==> config.mk <==
export PLATFORM = sky130hd
export DESIGN_NAME = searchable_shift_queue
export DESIGN_NICKNAME = d
export VERILOG_FILES = /design/src/rtl/core/ssq_pkg.sv /design/src/rtl/core/ssq_addr.sv /design/src/rtl/core/ssq_store.sv /design/src/rtl/core/searchable_shift_queue.sv
export SDC_FILE = /design/constraint.sdc
export NUM_CORES = 1
export LEC_CHECK = 0
export ABC_AREA = 1
export BUFFER_PORTS_ARGS = -buffer_cell sky130_fd_sc_hd__buf_2
export CAP_MARGIN = 10
export CORE_MARGIN = 10
export CORE_UTILIZATION = 40
export CTS_CLUSTER_DIAMETER = 200
export DETAILED_ROUTE_END_ITERATION = 10
export GPL_TIMING_DRIVEN = 0
export PLACE_DENSITY_LB_ADDON = 0.05
export SLEW_MARGIN = 10
export SYNTH_ARGS = -nofsm -noshare
export SYNTH_HDL_FRONTEND = slang
export SYNTH_HIERARCHICAL = 1
export SYNTH_SLANG_ARGS = --single-unit
==> constraint.sdc <==
create_clock -name clk -period 8.24 [get_ports clk]
set_input_delay 0.824 -clock clk [delete_from_list [all_inputs] [get_ports clk]]
set_output_delay 0.824 -clock clk [all_outputs]
set_load 0.05 [all_outputs]
==> src/rtl/core/ssq_pkg.sv <==
// ----------------------------------------------------------------------------
// ssq_pkg
// Shared types and codes for the searchable shift queue.
// ----------------------------------------------------------------------------
package ssq_pkg;

	localparam int VAL_W       = 32;
	localparam int POS_W       = 4;
	localparam int MAX_RESULTS = 16;

	typedef enum logic [1:0] {
		OP_ADD    = 2'd0,
		OP_REMOVE = 2'd1,
		OP_SEARCH = 2'd2,
		OP_LIST   = 2'd3
	} op_t;

	typedef enum logic [1:0] {
		ST_OK        = 2'd0,
		ST_FULL      = 2'd1,
		ST_NOT_FOUND = 2'd2,
		ST_EMPTY     = 2'd3
	} status_t;

	typedef struct packed {
		op_t                     operation;
		logic signed [VAL_W-1:0] value;
	} cmd_t;

	typedef struct packed {
		status_t                 status;
		logic [POS_W-1:0]        position;
		logic signed [VAL_W-1:0] item;
		logic                    last;
	} res_t;

endpackage

==> src/rtl/core/ssq_addr.sv <==
// ----------------------------------------------------------------------------
// ssq_addr
// Shared modular adder: maps a queue offset from the head to a slot address.
// ----------------------------------------------------------------------------
module ssq_addr #(
	parameter int DEPTH = 16,
	parameter int AW    = 4
) (
	input  logic [AW-1:0] base,
	input  logic [AW-1:0] offset,
	output logic [AW-1:0] phys
);

	logic [AW:0] sum;

	always_comb begin
		sum = {1'b0, base} + {1'b0, offset};
		if (sum >= (AW+1)'(DEPTH)) begin
			sum = sum - (AW+1)'(DEPTH);
		end
		phys = sum[AW-1:0];
	end

endmodule

==> src/rtl/core/ssq_store.sv <==
// ----------------------------------------------------------------------------
// ssq_store
// Slot memory: one write port, one read port with registered read data.
// ----------------------------------------------------------------------------
module ssq_store import ssq_pkg::*; #(
	parameter int DEPTH = 16,
	parameter int AW    = 4
) (
	input  logic                    clk,
	input  logic                    we,
	input  logic [AW-1:0]           waddr,
	input  logic signed [VAL_W-1:0] wdata,
	input  logic                    re,
	input  logic [AW-1:0]           raddr,
	output logic signed [VAL_W-1:0] rdata
);

	logic signed [VAL_W-1:0] mem [DEPTH];

	always_ff @(posedge clk) begin
		if (we) begin
			mem[waddr] <= wdata;
		end
		if (re) begin
			rdata <= mem[raddr];
		end
	end

endmodule

==> src/rtl/core/searchable_shift_queue.sv <==
// ----------------------------------------------------------------------------
// searchable_shift_queue
// Queue of signed entries held as a ring in one memory, with add, remove,
// search and list operations run by a small sequencer.
// ----------------------------------------------------------------------------
// Sequence: add, remove, a search for zero and an empty list go from idle
// straight to the output state, and the sequencer is idle again once the
// result is loaded. A search steps through the read and check states for each
// scanned entry; list steps through read, check and output for each result.
// One item at a time: cmd_ready is high only while the sequencer is idle.
// Reset clears head and fill count, so the queue reads as empty at once.
// ----------------------------------------------------------------------------
module searchable_shift_queue import ssq_pkg::*; #(
	parameter int DEPTH = 16
) (
	input  logic clk,
	input  logic arst_n,
	input  logic cmd_valid,
	output logic cmd_ready,
	input  cmd_t cmd,
	output logic res_valid,
	input  logic res_ready,
	output res_t res
);

	localparam int AW   = (DEPTH > 1) ? $clog2(DEPTH) : 1;
	localparam int CW   = $clog2(DEPTH + 1);
	localparam int CAPW = (CW > 5) ? CW : 5;

	typedef enum logic [1:0] {
		S_IDLE,
		S_RD,
		S_CHK,
		S_OUT
	} state_t;

	state_t                  state_q;
	op_t                     op_q;
	logic signed [VAL_W-1:0] key_q;
	logic [AW-1:0]           head_q;
	logic [CW-1:0]           count_q;
	logic [CW-1:0]           idx_q;
	logic                    more_q;
	res_t                    pend_q;
	res_t                    res_q;
	logic                    res_valid_q;

	logic [AW-1:0]           offset;
	logic [AW-1:0]           phys;
	logic                    full;
	logic                    take;
	logic                    we;
	logic signed [VAL_W-1:0] rd_data;
	logic [CW-1:0]           idx_inc;
	logic                    at_end;
	logic                    cap;
	logic                    list_last;
	logic                    emit;
	res_t                    idle_res;
	state_t                  idle_next;

	assign cmd_ready = (state_q == S_IDLE);
	assign take      = cmd_valid && cmd_ready;
	assign full      = (count_q == CW'(DEPTH));
	assign idx_inc   = idx_q + CW'(1);
	assign at_end    = (idx_inc == count_q);
	assign cap       = (CAPW'(idx_inc) == CAPW'(MAX_RESULTS));
	assign list_last = at_end || cap;
	assign we        = take && (cmd.operation == OP_ADD) && (cmd.value != '0) && !full;
	assign emit      = (state_q == S_OUT) && (!res_valid_q || res_ready);

	always_comb begin
		if (state_q == S_RD) begin
			offset = idx_q[AW-1:0];
		end else if (cmd.operation == OP_REMOVE) begin
			offset = AW'(1);
		end else begin
			offset = count_q[AW-1:0];
		end
	end

	always_comb begin
		idle_res  = '{status: ST_OK, position: '0, item: '0, last: 1'b1};
		idle_next = S_OUT;
		case (cmd.operation)
			OP_ADD: begin
				if ((cmd.value != '0) && full) begin
					idle_res.status = ST_FULL;
				end
			end
			OP_SEARCH: begin
				if (cmd.value == '0) begin
					if (full) begin
						idle_res.status = ST_NOT_FOUND;
					end else begin
						idle_res.position = POS_W'(count_q);
					end
				end else if (count_q == '0) begin
					idle_res.status = ST_NOT_FOUND;
				end else begin
					idle_next = S_RD;
				end
			end
			OP_LIST: begin
				if (count_q == '0) begin
					idle_res.status = ST_EMPTY;
				end else begin
					idle_next = S_RD;
				end
			end
			default: begin
				idle_next = S_OUT;
			end
		endcase
	end

	ssq_addr #(
		.DEPTH (DEPTH),
		.AW    (AW)
	) u_addr (
		.base   (head_q),
		.offset (offset),
		.phys   (phys)
	);

	ssq_store #(
		.DEPTH (DEPTH),
		.AW    (AW)
	) u_store (
		.clk   (clk),
		.we    (we),
		.waddr (phys),
		.wdata (cmd.value),
		.re    (state_q == S_RD),
		.raddr (phys),
		.rdata (rd_data)
	);

	always_ff @(posedge clk or negedge arst_n) begin
		if (!arst_n) begin
			state_q     <= S_IDLE;
			op_q        <= OP_ADD;
			key_q       <= '0;
			head_q      <= '0;
			count_q     <= '0;
			idx_q       <= '0;
			more_q      <= 1'b0;
			pend_q      <= '0;
			res_q       <= '0;
			res_valid_q <= 1'b0;
		end else begin
			res_valid_q <= emit || (res_valid_q && !res_ready);
			case (state_q)
				S_IDLE: begin
					if (cmd_valid) begin
						op_q    <= cmd.operation;
						key_q   <= cmd.value;
						idx_q   <= '0;
						more_q  <= 1'b0;
						pend_q  <= idle_res;
						state_q <= idle_next;
						if (we) begin
							count_q <= count_q + CW'(1);
						end else if ((cmd.operation == OP_REMOVE) && (count_q != '0)) begin
							head_q  <= phys;
							count_q <= count_q - CW'(1);
						end
					end
				end
				S_RD: begin
					state_q <= S_CHK;
				end
				S_CHK: begin
					idx_q <= idx_inc;
					if (op_q == OP_LIST) begin
						pend_q  <= '{status: ST_OK, position: POS_W'(idx_q), item: rd_data,
							last: list_last};
						more_q  <= !list_last;
						state_q <= S_OUT;
					end else if (rd_data == key_q) begin
						pend_q  <= '{status: ST_OK, position: POS_W'(idx_q), item: '0,
							last: 1'b1};
						state_q <= S_OUT;
					end else if (at_end) begin
						pend_q  <= '{status: ST_NOT_FOUND, position: '0, item: '0, last: 1'b1};
						state_q <= S_OUT;
					end else begin
						state_q <= S_RD;
					end
				end
				S_OUT: begin
					if (emit) begin
						res_q   <= pend_q;
						state_q <= more_q ? S_RD : S_IDLE;
					end
				end
				default: begin
					state_q <= S_IDLE;
				end
			endcase
		end
	end

	assign res_valid = res_valid_q;
	assign res       = res_q;

endmodule

==> flow_metrics.env, run 1 <==
export IMPL_fin_crit_ps=4980
export IMPL_synth_net_count=2881
export IMPL_yosysWarnings=6
export IMPL_antenna_found_initial=1
export IMPL_synth_cell_area_um2=29300
export IMPL_ys_ff_latch=674
export IMPL_required_ps=8570
export IMPL_cts_buffers_inserted=77
export IMPL_max_slew_margin_rel=0.185
export IMPL_start_util=0.402
export IMPL_place_gp_congestion=0.806
export IMPL_track_usage=0.202
export IMPL_start_kind="register"
export IMPL_ys_types=33
export IMPL_hold_viol_final=0
export IMPL_vias=19900
export IMPL_routedWlPerCell_um=21.5
export IMPL_io_pins=79
export IMPL_fmax_mhz=201
export IMPL_status="complete, no violations"
export IMPL_met2_usage=0.340
export IMPL_core_area_um2=72800
export IMPL_cts_resized=0
export IMPL_die_w_um=291
export IMPL_area_growth_synth_to_final_pct=16.0
export IMPL_worstMarginPinSlew_ps=1220
export IMPL_rsz0062_at_grt="false"
export IMPL_crit_arrival_ps=5310
export IMPL_cts_tree="done"
export IMPL_postCtsSetupRepairBufs=0
export IMPL_min_path_type="input port to asynchronous set/reset pin"
export IMPL_grt_max_degree=70
export IMPL_dr_pass1_iters=5
export IMPL_tns_ps=0
export IMPL_drtIter0Drc=1335
export IMPL_antenna_left=0
export IMPL_cap_violations=0
export IMPL_whs_ps=161
export IMPL_cts_max_level=3
export IMPL_stdcell_area_um2=34000
export IMPL_io_buffers=78
export IMPL_end_kind="register"
export IMPL_clkSlewWorstSetupHoldPaths_ps=60
export IMPL_cts_root_buf="clkbuf_16"
export IMPL_top_usage_layer="met2"
export IMPL_grt_ovfl_total=0
export IMPL_grt_pass1_wl_mm=128
export IMPL_slew_viol_final=0
export IMPL_drcViolationCount=0
export IMPL_synth_cells=2833
export IMPL_viasPerCell=4.93
export IMPL_skew_ps=17.3
export IMPL_drive_gt1_frac=0.120
export IMPL_place_hpwl_mm=60.6
export IMPL_numClockSinks=674
export IMPL_r2r_slack_ps=3260
export IMPL_clockBufferDepth=3
export IMPL_dieArea_um2=84500
export IMPL_utilization=0.467
export IMPL_postCtsHoldBufs=0
export IMPL_drt_wl_total_mm=86.5
export IMPL_grt_pass1_vias=19500
export IMPL_synth_seq_area_share=0.669
export IMPL_antennaDiodeCount=0
export IMPL_finalSetupViolations=0
export IMPL_critPathMaxFanout=15
export IMPL_dpl_cell_area_um2=31500
export IMPL_grt_use_met3=0.0283
export IMPL_rows=99
export IMPL_grt_use_met1=0.270
export IMPL_die_h_um=291
export IMPL_min_period_over_period=0.604
export IMPL_nNetsFinal=3058
export IMPL_crit_type="register to register"
export IMPL_clkLatencyLatePin_ps=630
export IMPL_postSynthAreaPerCell_um2=10.3
cell families after synthesis:
logic type,after synthesis,synth area share
AND/OR/NAND/NOR,1470,0.210
flip-flops,674,0.669
buffers and inverters,573,0.0853
multiplexers,39,0.0150
AO/OA/AOI/OAI,35,0.00649
XOR/XNOR,32,0.00957
adder cells (fa/ha/maj),10,0.00478
layer usage:
layer / share of wire / routed length (um)
met5: 0 / 0
met4: 0.026 / 2230
met3: 0.047 / 4090
met2: 0.48 / 41600
met1: 0.45 / 38600
worst max-delay path, stage by stage, from the launching register on:
cell and delay, ps:
dfrtp_1 450, inv_1 130, nor2_4 480, inv_1 180, nand2_1 160, nor2_1 50, a21oi_1 160, ha_1 230
fa_1 200, xor2_1 520, buf_2 500, clkbuf_1 920, nand3_1 260, nand3_1 210, nand2_1 190
final timing paths:
kind / start / to / cells after the start
worst max-delay path: state_q[0]$_DFFE_PN0P_ / u_store/rdata[7]$_DFFE_PP_ / 14
worst min-delay path: arst_n / count_q[0]$_DFFE_PN0P_ / 1
worst max register to register: state_q[0]$_DFFE_PN0P_ / u_store/rdata[7]$_DFFE_PP_ / 14
worst min register to register: head_q[0]$_DFFE_PN0P_ / head_q[0]$_DFFE_PN0P_ / 2
max in group asynchronous: arst_n / key_q[26]$_DFFE_PN0N_ / 2
min in group clk: res_ready / res_valid$_DFF_PN0_ / 4
flip-flops by register name, summed over array words and instances (netlist names):
register and cells:
idx_q 5, op_q 2, u_store/rdata 32, res 39, key_q 32, more_q 1
pend_q 39, res_valid 1, u_store/mem 512, count_q 5, head_q 4, state_q 2
cells in the final DEF (no fill, tap or decap), types with 2 or more instances in the layout:
cell type / count
buf_2: 125
inv_2: 7
ha_1: 8
nor2_1: 43
a21oi_1: 3
nand4_1: 2
nand3_1: 442
clkinv_2: 6
nand3b_1: 2
clkinv_1: 20
clkbuf_1: 41
o21ai_0: 23
buf_4: 6
inv_1: 436
buf_1: 17
edfxtp_1: 544
nand2_2: 3
xnor2_1: 26
mux2_2: 39
dfrtp_1: 130
inv_6: 2
nand3_2: 4
bufinv_16: 7
nor2_4: 19
nor2_2: 2
clkbuf_8: 5
clkbuf_16: 81
xor2_1: 6
o22ai_1: 7
nand2_1: 950
buf_16: 6
fa_1: 2
buf_6: 34
buf_12: 15
final cells by class:
cell class | count | area [um^2]
well taps | 959 | 1200
inverters | 444 | 1670
repair buffers | 98 | 842
plain buffers | 129 | 831
fillers | 6814 | 38800
flip-flops and latches | 674 | 19600
multi-input cells | 1586 | 7340
clock inverters | 37 | 360
clock buffers | 103 | 2160
synthesized netlist by cell type:
library cell / n / share of area
a21oi_1: 3 / 0.00051
a21oi_2: 1 / 0.00030
buf_1: 17 / 0.0022
buf_12: 1 / 0.00068
buf_2: 48 / 0.0082
buf_4: 6 / 0.0015
buf_6: 33 / 0.013
clkbuf_1: 24 / 0.0031
dfrtp_1: 130 / 0.11
edfxtp_1: 544 / 0.56
fa_1: 2 / 0.0014
ha_1: 8 / 0.0034
inv_1: 436 / 0.056
inv_2: 7 / 0.00090
inv_4: 1 / 0.00021
mux2_2: 39 / 0.015
nand2_1: 950 / 0.12
nand2_2: 3 / 0.00064
nand2_4: 1 / 0.00038
nand3_1: 442 / 0.076
nand3_2: 4 / 0.0014
nand3b_1: 2 / 0.00051
nand4_1: 2 / 0.00043
nand4_2: 1 / 0.00043
nor2_1: 60 / 0.0077
nor2_2: 2 / 0.00043
nor2_4: 2 / 0.00077
nor4_2: 1 / 0.00043
o21ai_0: 23 / 0.0039
o22ai_1: 7 / 0.0015
o31ai_1: 1 / 0.00026
xnor2_1: 26 / 0.0078
xor2_1: 6 / 0.0018
metrics by stage:
stage               cells  setup slack (ps)
floorplan            2833              2950
global placement     3870              -156
detailed placement   3890              3360
CTS                  4030              3340
global route         4030              3060
finish               4030              3260
Power of run 1 is not shown: default switching activity piles up to over one toggle a cycle in this logic, so the estimate is an artifact.
==> run 2, diff against run 1 <==
ABC_AREA = 0   (was 1)
clock period = 4.1 ns   (was 8.24 ns; I/O delays follow)
==> run 2 against run 1 <==
Core utilization up 1.3 points. Design area down 9.1%. Non-clock buffer count down 34. Register-to-register slack worse by 3000 ps. Final cell count down 39%. Area after synthesis down 11%. Via count down 32%. Count of clock-buffer cells in the layout up 4. Worst hold slack worse by 89 ps. First-iteration DRC count down 20%. Worst setup slack worse by 3000 ps.
==> flow_metrics.env, run 2 <==
export IMPL_clkLatencyLatePin_ps=610
export IMPL_area_growth_synth_to_final_pct=18.7
export IMPL_cap_violations=0
export IMPL_rsz0062_at_grt="false"
export IMPL_antenna_left=0
export IMPL_intPower_mw=17.5
export IMPL_io_pins=79
export IMPL_critPathMaxFanout=10
export IMPL_fin_crit_ps=3840
export IMPL_power_mw=28.7
export IMPL_numClockSinks=674
export IMPL_ys_top_cells_by_area="edfxtp_1 (63%), dfrtp_1 (12%), mux4_2 (11%)"
export IMPL_finalSetupViolations=0
export IMPL_crit_path_cell_trace="inv_2, nor2_4, nor2_1, a22oi_1, ha_2, fa_2, buf_4, buf_2, mux4_2, a22oi_1, nand2_1"
export IMPL_synth_mux_area_frac=0.134
export IMPL_skew_ps=22.6
export IMPL_rows=93
export IMPL_ys_types=53
export IMPL_p_comb_frac=0.457
export IMPL_synthAdderAreaFrac=0.00538
export IMPL_dpl_cell_area_um2=28300
export IMPL_yosysWarnings=6
export IMPL_min_path_type="input port to register"
export IMPL_r2r_slack_ps=260
export IMPL_synth_top_area_cell="edfxtp_1"
export IMPL_cts_max_level=3
export IMPL_cpMostUsedCell="a22oi_1"
export IMPL_grt_ovfl_total=0
export IMPL_end_kind="register"
export IMPL_utilization=0.479
export IMPL_worstMarginPinSlew_ps=943
export IMPL_place_gp_congestion=0.768
export IMPL_crit_arrival_ps=4170
export IMPL_synth_seq_area_share=0.753
export IMPL_layout_common_cells="edfxtp_1 (544), nand2_1 (154), dfrtp_1 (130), mux4_2 (128), buf_2 (93)"
export IMPL_cts_root_buf="clkbuf_16"
export IMPL_synth_cell_area_um2=26000
export IMPL_post_synth_top_count_cell="edfxtp_1"
export IMPL_dieArea_um2=75700
export IMPL_wl_met3_mm=3.83
export IMPL_required_ps=4430
export IMPL_max_slew_margin_rel=0.371
export IMPL_m1WireLength_mm=31.3
export IMPL_io_buffers=78
export IMPL_nNetsFinal=1602
export IMPL_synth_net_count=1401
export IMPL_min_period_over_period=0.938
export IMPL_cts_buffers_inserted=74
export IMPL_drcViolationCount=0
export IMPL_synthTopCellsByCount="edfxtp_1 (544), nand2_1 (154), dfrtp_1 (130)"
export IMPL_synth_simple_gate_area_frac=0.0382
export IMPL_synth_top_area_frac=0.628
export IMPL_synth_edf_count=544
export IMPL_layout_cells_most_common="edfxtp_1"
export IMPL_start_kind="register"
export IMPL_vias=13500
export IMPL_p_seq_frac=0.322
export IMPL_largest_reg_flops=512
export IMPL_ys_ff_latch=674
export IMPL_synth_compound_area_frac=0.0399
export IMPL_grt_pass1_vias=14100
export IMPL_dr_pass1_iters=5
export IMPL_core_area_um2=64500
export IMPL_clockBufferDepth=3
export IMPL_hold_viol_final=0
export IMPL_status="complete, no violations"
export IMPL_slowest_stage="fa_2"
export IMPL_wl_met2_mm=31.5
export IMPL_track_usage=0.183
export IMPL_viasPerCell=5.45
export IMPL_synth_xor_area_frac=0.0158
export IMPL_die_w_um=275
export IMPL_fillers=5480
export IMPL_synthFlopType="edfxtp_1"
export IMPL_drtIter0Drc=1072
export IMPL_sw_frac_of_total=0.390
export IMPL_die_h_um=275
export IMPL_whs_ps=72.3
export IMPL_antenna_found_initial=1
export IMPL_postSynthAreaPerCell_um2=19.2
export IMPL_start_util=0.404
export IMPL_pwr_share_clk=0.222
export IMPL_antennaDiodeCount=0
export IMPL_timing_final_ws_setup_ps=255
export IMPL_fmax_mhz=260
export IMPL_ys_async_sr_fraction=0.193
export IMPL_p_leak_nw=11.1
export IMPL_grt_pass1_wl_mm=99.5
export IMPL_grt_max_degree=69
export IMPL_cts_tree="done"
export IMPL_drt_wl_total_mm=68.0
export IMPL_slew_viol_final=0
export IMPL_synth_top_family_by_area="multiplexers"
export IMPL_stdcell_area_um2=30900
export IMPL_synth_cells=1353
export IMPL_top_layer_used="met5"
export IMPL_p_sw_mw=11.2
export IMPL_place_hpwl_mm=46.2
export IMPL_crit_type="register to register"
export IMPL_routedWlPerCell_um=27.5
export IMPL_top_register="u_store/mem"
export IMPL_drive_gt1_frac=0.274
export IMPL_cp_slowest_stage_delay_ps=780
export IMPL_ir_drop_v=0.000635
export IMPL_pwr_density_cell_nw_per_um2=929
export IMPL_clkSlewWorstSetupHoldPaths_ps=60
export IMPL_pre_cts_ws_ps=-711
[run 2: area by class of cell]
| type | count | area (um^2) | share of cell area |
|---|---|---|---|
| plain buffers | 67 | 362 | 0.0117 |
| repair buffers | 126 | 1290 | 0.0418 |
| inverters | 10 | 37.5 | 0.00121 |
| clock inverters | 29 | 194 | 0.00628 |
| well taps | 855 | 1070 | 0.0346 |
| multi-input cells | 601 | 6230 | 0.202 |
| clock buffers | 107 | 2120 | 0.0686 |
| flip-flops and latches | 674 | 19600 | 0.634 |
[run 2: path summary, 6_finish.rpt]
path | startpoint | endpoint | cells past startpoint
hold reg to reg | res[2]$_DFFE_PN0P_ | res[2]$_DFFE_PN0P_ | 1
setup reg to reg | state_q[0]$_DFFE_PN0P_ | u_store/rdata[15]$_DFFE_PP_ | 11
setup / recovery | state_q[0]$_DFFE_PN0P_ | u_store/rdata[15]$_DFFE_PP_ | 11
max in group asynchronous | arst_n | res[18]$_DFFE_PN0P_ | 3
min in group asynchronous | arst_n | idx_q[3]$_DFFE_PN0P_ | 2
hold / removal | cmd[32] | op_q[0]$_DFFE_PN0N_ | 3
[run 2: timing repair]
| item | in CTS | in global routing |
|---|---|---|
| endpoints found under the setup margin | 450 | 139 |
| hold buffers | 1 | 0 |
| endpoints found under the hold margin | 62 | 0 |
| resized for setup | 37 | 1 |
| buffers inserted | 13 | 4 |
| pin swaps | 9 | 2 |
[run 2: metal layers]
metal	global-route usage	up-vias
li1	-	5817
met1	0.261	7231
met2	0.282	331
met3	0.0361	87
met4	0.0503	2
met5	0	-
[run 2: power by group through the flow]
stage | clock network [mW] | logic (mW) | registers (mW)
finish | 6.36 | 13.1 | 9.24
detailed placement | 0 | 13.2 | 9.36
CTS | 6.54 | 13.3 | 9.23
global route | 6.83 | 14.0 | 9.33
global placement | 0 | 12.9 | 9.36
floorplan | 0 | 8.19 | 9.61
[run 2: kinds of logic (layout without fill, tap and decap cells)]
kind of cell	count (synthesis)	count (layout)
compound gates	135	135
buf+inv	78	339
flops	674	674
mux	181	181
simple gates	228	228
fa+ha+maj	10	10
xor+xnor	47	47
[run 2: worst max-delay path, delay by kind of cell (launching register included)]
family / cells / cell delay, ps
adder cells (fa/ha/maj): 2 / 1000
buffers and inverters: 3 / 870
flip-flops: 1 / 450
AND/OR/NAND/NOR: 3 / 450
AO/OA/AOI/OAI: 2 / 400
multiplexers: 1 / 370
[run 2: per-stage QoR]
stage,TNS [ps],std cells
floorplan,-4030,1353
global placement,-1207560,2286
detailed placement,-79030,2316
CTS,0,2466
global route,0,2469
finish,0,2469
No activity file was read; power rests on OpenSTA's default activity.
